## config.mk

```make
export PLATFORM = sky130hd
export DESIGN_NAME = ccr_lane
export DESIGN_NICKNAME = d
export VERILOG_FILES = /design/src/rtl/core/closed_catmull_rom_evaluator_macros.svh /design/src/rtl/core/ccr_pkg.sv /design/src/rtl/core/ccr_lane.sv
export SDC_FILE = /design/constraint.sdc
export NUM_CORES = 2
export LEC_CHECK = 0
export BUFFER_PORTS_ARGS = -buffer_cell sky130_fd_sc_hd__buf_2
export CAP_MARGIN = 25
export CORE_MARGIN = 8
export CORE_UTILIZATION = 60
export CTS_CLUSTER_DIAMETER = 30
export DETAILED_ROUTE_END_ITERATION = 12
export GPL_TIMING_DRIVEN = 0
export PLACE_DENSITY_LB_ADDON = 0.25
export SYNTH_ARGS = -nofsm -noshare
export SYNTH_HDL_FRONTEND = slang
export SYNTH_SLANG_ARGS = --single-unit
export TNS_END_PERCENT = 5
```

## constraint.sdc

```tcl
create_clock -name clk_i -period 11.8 [get_ports clk_i]
set_input_delay 1.18 -clock clk_i [delete_from_list [all_inputs] [get_ports clk_i]]
set_output_delay 1.18 -clock clk_i [all_outputs]
set_load 0.1 [all_outputs]
```

## src/rtl/core/closed_catmull_rom_evaluator_macros.svh

```systemverilog
// Assertion helpers shared by the evaluator.
`ifndef CLOSED_CATMULL_ROM_EVALUATOR_MACROS_SVH
`define CLOSED_CATMULL_ROM_EVALUATOR_MACROS_SVH

// Overlapping implication, checked on the rising clock edge outside reset.
`define CCR_ASSERT_IMP(label, ante, cons, msg) \
  label: assert property (@(posedge clk_i) disable iff (!rst_ni) (ante) |-> (cons)) \
    else $error(msg);

// Next-cycle implication, checked on the rising clock edge outside reset.
`define CCR_ASSERT_NXT(label, ante, cons, msg) \
  label: assert property (@(posedge clk_i) disable iff (!rst_ni) (ante) |=> (cons)) \
    else $error(msg);

`endif

```

## src/rtl/core/ccr_pkg.sv

```systemverilog
package ccr_pkg;

  localparam int MAX_POINTS = 64;
  localparam int ADDR_W     = $clog2(MAX_POINTS);
  localparam int COUNT_W    = $clog2(MAX_POINTS + 1);
  localparam int COORD_W    = 32;
  localparam int T_W        = 16;
  localparam int SCALED_W   = T_W + COUNT_W;
  localparam int ACC_W      = 40;
  localparam int PROD_W     = ACC_W + T_W + 1;
  localparam int NUM_TAPS   = 4;
  localparam int NUM_STEPS  = 3;
  localparam int CNT_W      = 2;

  localparam logic [CNT_W-1:0] LAST_TAP  = CNT_W'(NUM_TAPS - 1);
  localparam logic [CNT_W-1:0] LAST_STEP = CNT_W'(NUM_STEPS - 1);

  typedef struct packed {
    logic                      mode;
    logic signed [COORD_W-1:0] point_x;
    logic signed [COORD_W-1:0] point_y;
    logic signed [COORD_W-1:0] point_z;
    logic [T_W-1:0]            global_t;
  } ccr_req_t;

  typedef struct packed {
    logic signed [COORD_W-1:0] pos_x;
    logic signed [COORD_W-1:0] pos_y;
    logic signed [COORD_W-1:0] pos_z;
    logic signed [COORD_W-1:0] tan_x;
    logic signed [COORD_W-1:0] tan_y;
    logic signed [COORD_W-1:0] tan_z;
    logic                      ok;
  } ccr_res_t;

  typedef struct packed {
    logic signed [COORD_W-1:0] x;
    logic signed [COORD_W-1:0] y;
    logic signed [COORD_W-1:0] z;
  } ccr_point_t;

  typedef enum logic [2:0] {
    ST_IDLE,
    ST_ADDR,
    ST_READ,
    ST_COEF,
    ST_STEP,
    ST_FIN,
    ST_DONE
  } ccr_state_e;

  typedef enum logic [CNT_W-1:0] {
    STEP_A1,
    STEP_A2,
    STEP_A3
  } ccr_step_e;

  typedef struct packed {
    logic      shift;
    logic      coef;
    logic      step;
    logic      fin;
    ccr_step_e sel;
  } ccr_lane_ctl_t;

endpackage

```

## src/rtl/core/ccr_lane.sv

```systemverilog
module ccr_lane (
  input  logic                               clk_i,
  input  logic signed [ccr_pkg::COORD_W-1:0] pt_i,
  input  logic [ccr_pkg::T_W-1:0]            t_i,
  input  ccr_pkg::ccr_lane_ctl_t             ctl_i,
  output logic signed [ccr_pkg::COORD_W-1:0] pos_o,
  output logic signed [ccr_pkg::COORD_W-1:0] tan_o
);

  localparam logic signed [ccr_pkg::PROD_W-1:0] RndHalf =
    ccr_pkg::PROD_W'(64'sd1 <<< (ccr_pkg::T_W - 1));
  localparam logic signed [ccr_pkg::ACC_W-1:0] AccOne = ccr_pkg::ACC_W'(64'sd1);
  localparam logic signed [ccr_pkg::ACC_W-1:0] SatMax = ccr_pkg::ACC_W'(64'sd2147483647);
  localparam logic signed [ccr_pkg::ACC_W-1:0] SatMin = ccr_pkg::ACC_W'(-64'sd2147483648);

  logic signed [ccr_pkg::COORD_W-1:0] tap_q [ccr_pkg::NUM_TAPS];
  logic signed [ccr_pkg::ACC_W-1:0]   e0, e1, e2, e3;
  logic signed [ccr_pkg::ACC_W-1:0]   a0, a1, a2, a3;
  logic signed [ccr_pkg::ACC_W-1:0]   a1_q, a2_q, a3_q;
  logic signed [ccr_pkg::ACC_W-1:0]   h_q, d_q;
  logic signed [ccr_pkg::ACC_W-1:0]   add_h, add_d;
  logic                               upd_d;
  logic signed [ccr_pkg::T_W:0]       t_s;
  logic signed [ccr_pkg::PROD_W-1:0]  prod_h, prod_d;
  logic signed [ccr_pkg::PROD_W-1:0]  rnd_h, rnd_d;
  logic signed [ccr_pkg::COORD_W-1:0] pos_q, tan_q;

  function automatic logic signed [ccr_pkg::COORD_W-1:0] sat_half(
    input logic signed [ccr_pkg::ACC_W-1:0] x
  );
    logic signed [ccr_pkg::ACC_W-1:0] hv;
    hv = (x + AccOne) >>> 1;
    if (hv > SatMax) begin
      hv = SatMax;
    end else if (hv < SatMin) begin
      hv = SatMin;
    end
    return $signed(hv[ccr_pkg::COORD_W-1:0]);
  endfunction

  assign e0 = ccr_pkg::ACC_W'(tap_q[0]);
  assign e1 = ccr_pkg::ACC_W'(tap_q[1]);
  assign e2 = ccr_pkg::ACC_W'(tap_q[2]);
  assign e3 = ccr_pkg::ACC_W'(tap_q[3]);

  // Doubled basis coefficients of the uniform segment.
  assign a0 = (e3 - e0) + (e1 + (e1 <<< 1)) - (e2 + (e2 <<< 1));
  assign a1 = (e0 <<< 1) - (e1 <<< 2) - e1 + (e2 <<< 2) - e3;
  assign a2 = e2 - e0;
  assign a3 = e1 <<< 1;

  assign t_s    = $signed({1'b0, t_i});
  assign prod_h = h_q * t_s;
  assign prod_d = d_q * t_s;
  assign rnd_h  = (prod_h + RndHalf) >>> ccr_pkg::T_W;
  assign rnd_d  = (prod_d + RndHalf) >>> ccr_pkg::T_W;

  always_comb begin
    add_h = a3_q;
    add_d = a2_q;
    upd_d = 1'b0;
    case (ctl_i.sel)
      ccr_pkg::STEP_A1: begin
        add_h = a1_q;
        add_d = a1_q <<< 1;
        upd_d = 1'b1;
      end
      ccr_pkg::STEP_A2: begin
        add_h = a2_q;
        add_d = a2_q;
        upd_d = 1'b1;
      end
      ccr_pkg::STEP_A3: begin
        add_h = a3_q;
      end
      default: begin
        add_h = a3_q;
      end
    endcase
  end

  always_ff @(posedge clk_i) begin
    if (ctl_i.shift) begin
      tap_q[0] <= tap_q[1];
      tap_q[1] <= tap_q[2];
      tap_q[2] <= tap_q[3];
      tap_q[3] <= pt_i;
    end
    if (ctl_i.coef) begin
      a1_q <= a1;
      a2_q <= a2;
      a3_q <= a3;
      h_q  <= a0;
      d_q  <= a0 + (a0 <<< 1);
    end
    if (ctl_i.step) begin
      h_q <= $signed(rnd_h[ccr_pkg::ACC_W-1:0]) + add_h;
      if (upd_d) begin
        d_q <= $signed(rnd_d[ccr_pkg::ACC_W-1:0]) + add_d;
      end
    end
    if (ctl_i.fin) begin
      pos_q <= sat_half(h_q);
      tan_q <= sat_half(d_q);
    end
  end

  assign pos_o = pos_q;
  assign tan_o = tan_q;

endmodule

```

==> impl_metrics.json <==
{
  "async_reset_ff_share_pct": 0,
  "crit_fanout": 10,
  "fp.dieArea_um2": 135000,
  "synthesis.area_um2": 74100,
  "critPathTopFamily": "compound AO/OA/AOI/OAI gates",
  "gr-total-overflow": 0,
  "place_hpwl_mm": 192,
  "ant_nets": 0,
  "synth_area_leader_cell": "fa_1",
  "fin_area_um2": 79100,
  "grt_max_degree": 105,
  "wire_per_inst_um": 23.4,
  "antenna_found_initial": 26,
  "arrival_ps": 12050,
  "numCtsBuffers": 60,
  "cts_resized": 22,
  "finClkSkew_ps": 21.0,
  "grt_pass1_vias": 59300,
  "crit_path_top_delay_cell": "clkbuf_1",
  "cts_root_buffer": "clkbuf_16",
  "relSlewSlack_pct": 20.0,
  "cts_tree": "yes",
  "syn_area_per_cell_um2": 9.43,
  "synth.net_count": 9886,
  "cts-htree-levels": 2,
  "fin_crit_ps": 11640,
  "hold_viol_final": 0,
  "yosysWarnings": 0,
  "path_common_cell": "fa_1",
  "critPathBufInv": 6,
  "path_clk_slew_ps": 50,
  "status": "finished, final reports clean",
  "cts_buffer_depth": 3,
  "min_period_over_period_pct": 98.7,
  "synth_area_leaders": "fa_1, edfxtp_1, ha_1, inv_1, and2_1",
  "dominantRegCellSynth": "edfxtp_1",
  "seq_area_frac_synth_pct": 14.7,
  "drc": 0,
  "setup_viol": 0,
  "hold_class": "flip-flop to flip-flop",
  "port-buffer-count": 102,
  "cts_num_sinks": 375,
  "fillers": 10200,
  "finalNetCount": 10100,
  "dr.pass1.iters": 8,
  "placed_area_um2": 76800,
  "rsz0062_at_grt": "true",
  "cts_setup_buffers": 0,
  "synthDistinctLibCells": 81,
  "clk_latency_ps": 640,
  "final_max_slew_viol_count": 0,
  "syn_inst": 7853,
  "die_w_um": 367,
  "core_area_um2": 123000,
  "synth_edf_count": 335,
  "grt_usage_pct": 34.1,
  "die_height_um": 367,
  "finalWirelength_mm": 228,
  "drt-initial-drc-count": 4796,
  "cp.required_ps": 12210,
  "synth.top_cell.area_share_pct": 38.4,
  "critPathMaxStageDelay_ps": 860,
  "io-pin-count": 119,
  "fmax_ghz": 0.0859,
  "critPathLaunchType": "primary input",
  "viasPerCell": 5.72,
  "cp-end-kind": "flip-flop",
  "path_class": "primary input to flip-flop",
  "initial_core_util_pct": 60.2,
  "ys_seq_elements": 375,
  "grt_pass1_wl_mm": 351,
  "gp_congestion": 1.01,
  "vias": 55700,
  "drive_gt1_share_pct": 4.17,
  "drv_cap": 0,
  "num_rows": 129,
  "area_growth_pct": 6.73,
  "cts_hold_buf": 0,
  "tightest_slew_ps": 1200
}
synth_stat cells, types with 8 or more instances:
| cell | count |
|---|---|
| o31ai_1 | 17 |
| nand2_1 | 846 |
| nand4_1 | 28 |
| o21ai_1 | 9 |
| or3_1 | 10 |
| nor2b_1 | 51 |
| edfxtp_1 | 335 |
| inv_1 | 1732 |
| o211ai_1 | 29 |
| buf_2 | 9 |
| buf_1 | 9 |
| o21ai_0 | 255 |
| o21a_1 | 45 |
| and3_1 | 41 |
| dfxtp_1 | 40 |
| nand3_1 | 85 |
| xor2_1 | 130 |
| a21oi_1 | 240 |
| and4_1 | 14 |
| ha_1 | 556 |
| o21bai_1 | 35 |
| nor4_1 | 11 |
| a21o_1 | 125 |
| clkbuf_1 | 338 |
| a21boi_0 | 9 |
| nor2_1 | 185 |
| and2_1 | 658 |
| a31oi_1 | 33 |
| mux2_2 | 44 |
| a31o_2 | 8 |
| xnor2_1 | 208 |
| fa_1 | 1422 |
| o31a_1 | 11 |
| mux2i_1 | 52 |
| nor3_1 | 52 |
| nand2b_1 | 45 |
| a211oi_1 | 33 |
worst paths after layout:
path	start	end	slack [ps]	depth (start not counted)
setup / recovery	t_i[12]	h_q[37]$_DFFE_PP_	160	37
hold / removal	tap_q[2][0]$_DFFE_PP_	tap_q[1][0]$_DFFE_PP_	510	0
setup reg to reg	h_q[9]$_DFFE_PP_	h_q[37]$_DFFE_PP_	240	36
hold reg to reg	tap_q[2][0]$_DFFE_PP_	tap_q[1][0]$_DFFE_PP_	510	0
cell type report:
| type | count | area, um^2 | area share [%] |
|---|---|---|---|
| Sequential cell | 375 | 10900 | 13.7 |
| Tap cell | 1637 | 2050 | 2.59 |
| Clock buffer | 62 | 1510 | 1.91 |
| Clock inverter | 51 | 588 | 0.744 |
| Inverter | 1733 | 6500 | 8.23 |
| Buffer | 354 | 1380 | 1.74 |
| Antenna cell | 16 | 40.0 | 0.0506 |
| Multi-Input combinational cell | 5389 | 55400 | 70.1 |
| Timing Repair Buffer | 116 | 746 | 0.943 |
placed cells by master (no fill, tap or decap), types with 10 or more instances in the layout:
master / Yosys / routed
clkbuf_16: 0 / 60
o211ai_1: 29 / 29
fa_1: 1422 / 1422
inv_1: 1732 / 1732
and4_1: 14 / 14
edfxtp_1: 335 / 335
nor2b_1: 51 / 51
and2_1: 658 / 658
o21bai_1: 35 / 35
o21ai_0: 255 / 255
a211oi_1: 33 / 33
and3_1: 41 / 41
a31oi_1: 33 / 33
nand4_1: 28 / 28
ha_1: 556 / 556
buf_2: 9 / 109
a21oi_1: 240 / 240
mux2_2: 44 / 44
mux2i_1: 52 / 52
xnor2_1: 208 / 208
a21o_1: 125 / 125
dfxtp_1: 40 / 40
nand2_1: 846 / 845
nor2_1: 185 / 185
nor3_1: 52 / 52
clkbuf_1: 338 / 310
nor4_1: 11 / 11
clkbuf_2: 0 / 27
or3_1: 10 / 10
o21a_1: 45 / 45
o31a_1: 11 / 11
inv_6: 0 / 10
xor2_1: 130 / 130
diode_2: 0 / 16
nand3_1: 85 / 85
nand2b_1: 45 / 45
o31ai_1: 17 / 17
metal layers:
layer	GRT usage, %	part of all wire [%]	routed length, um
met4	19.9	7.3	16600
met2	54.1	45	104000
met5	0	0.073	167
met1	42.3	37	84300
met3	8.85	10	23400
state kept, by name, indices dropped and copies added (netlist names):
signal	cells
a1_q	38
a2_q	33
d_q	40
tan_o	32
tap_q	128
pos_o	32
a3_q	32
h_q	40
metrics by stage:
step           std cells  setup slack (ps)  TNS (ps)  utilization [%]  hold WS [ps]
2_1_floorplan       7853              1930         0                -           454
3_3_place_gp        9592             -1230     -8740             62.2           486
3_5_place_dp        9603             -1330    -11320             62.4           478
4_1_cts             9715              3.83         0             64.1           503
5_1_grt             9717             -32.1     -48.7             64.2           537
6_report            9733               157         0             64.2           506
logic make-up after synthesis:
kind of cell | share of synthesized area, %
adders and majority gates | 47.8
xor gates and xnor gates | 4.00
DFF | 14.7
muxes | 1.37
AOI/OAI and AO/OA | 7.90
buffers and inverters | 10.6
and+or+nand+nor | 13.7
Power is left out: the tool's default activity adds up to more than one toggle a clock period on the data nets, which glitch-free logic cannot reach.
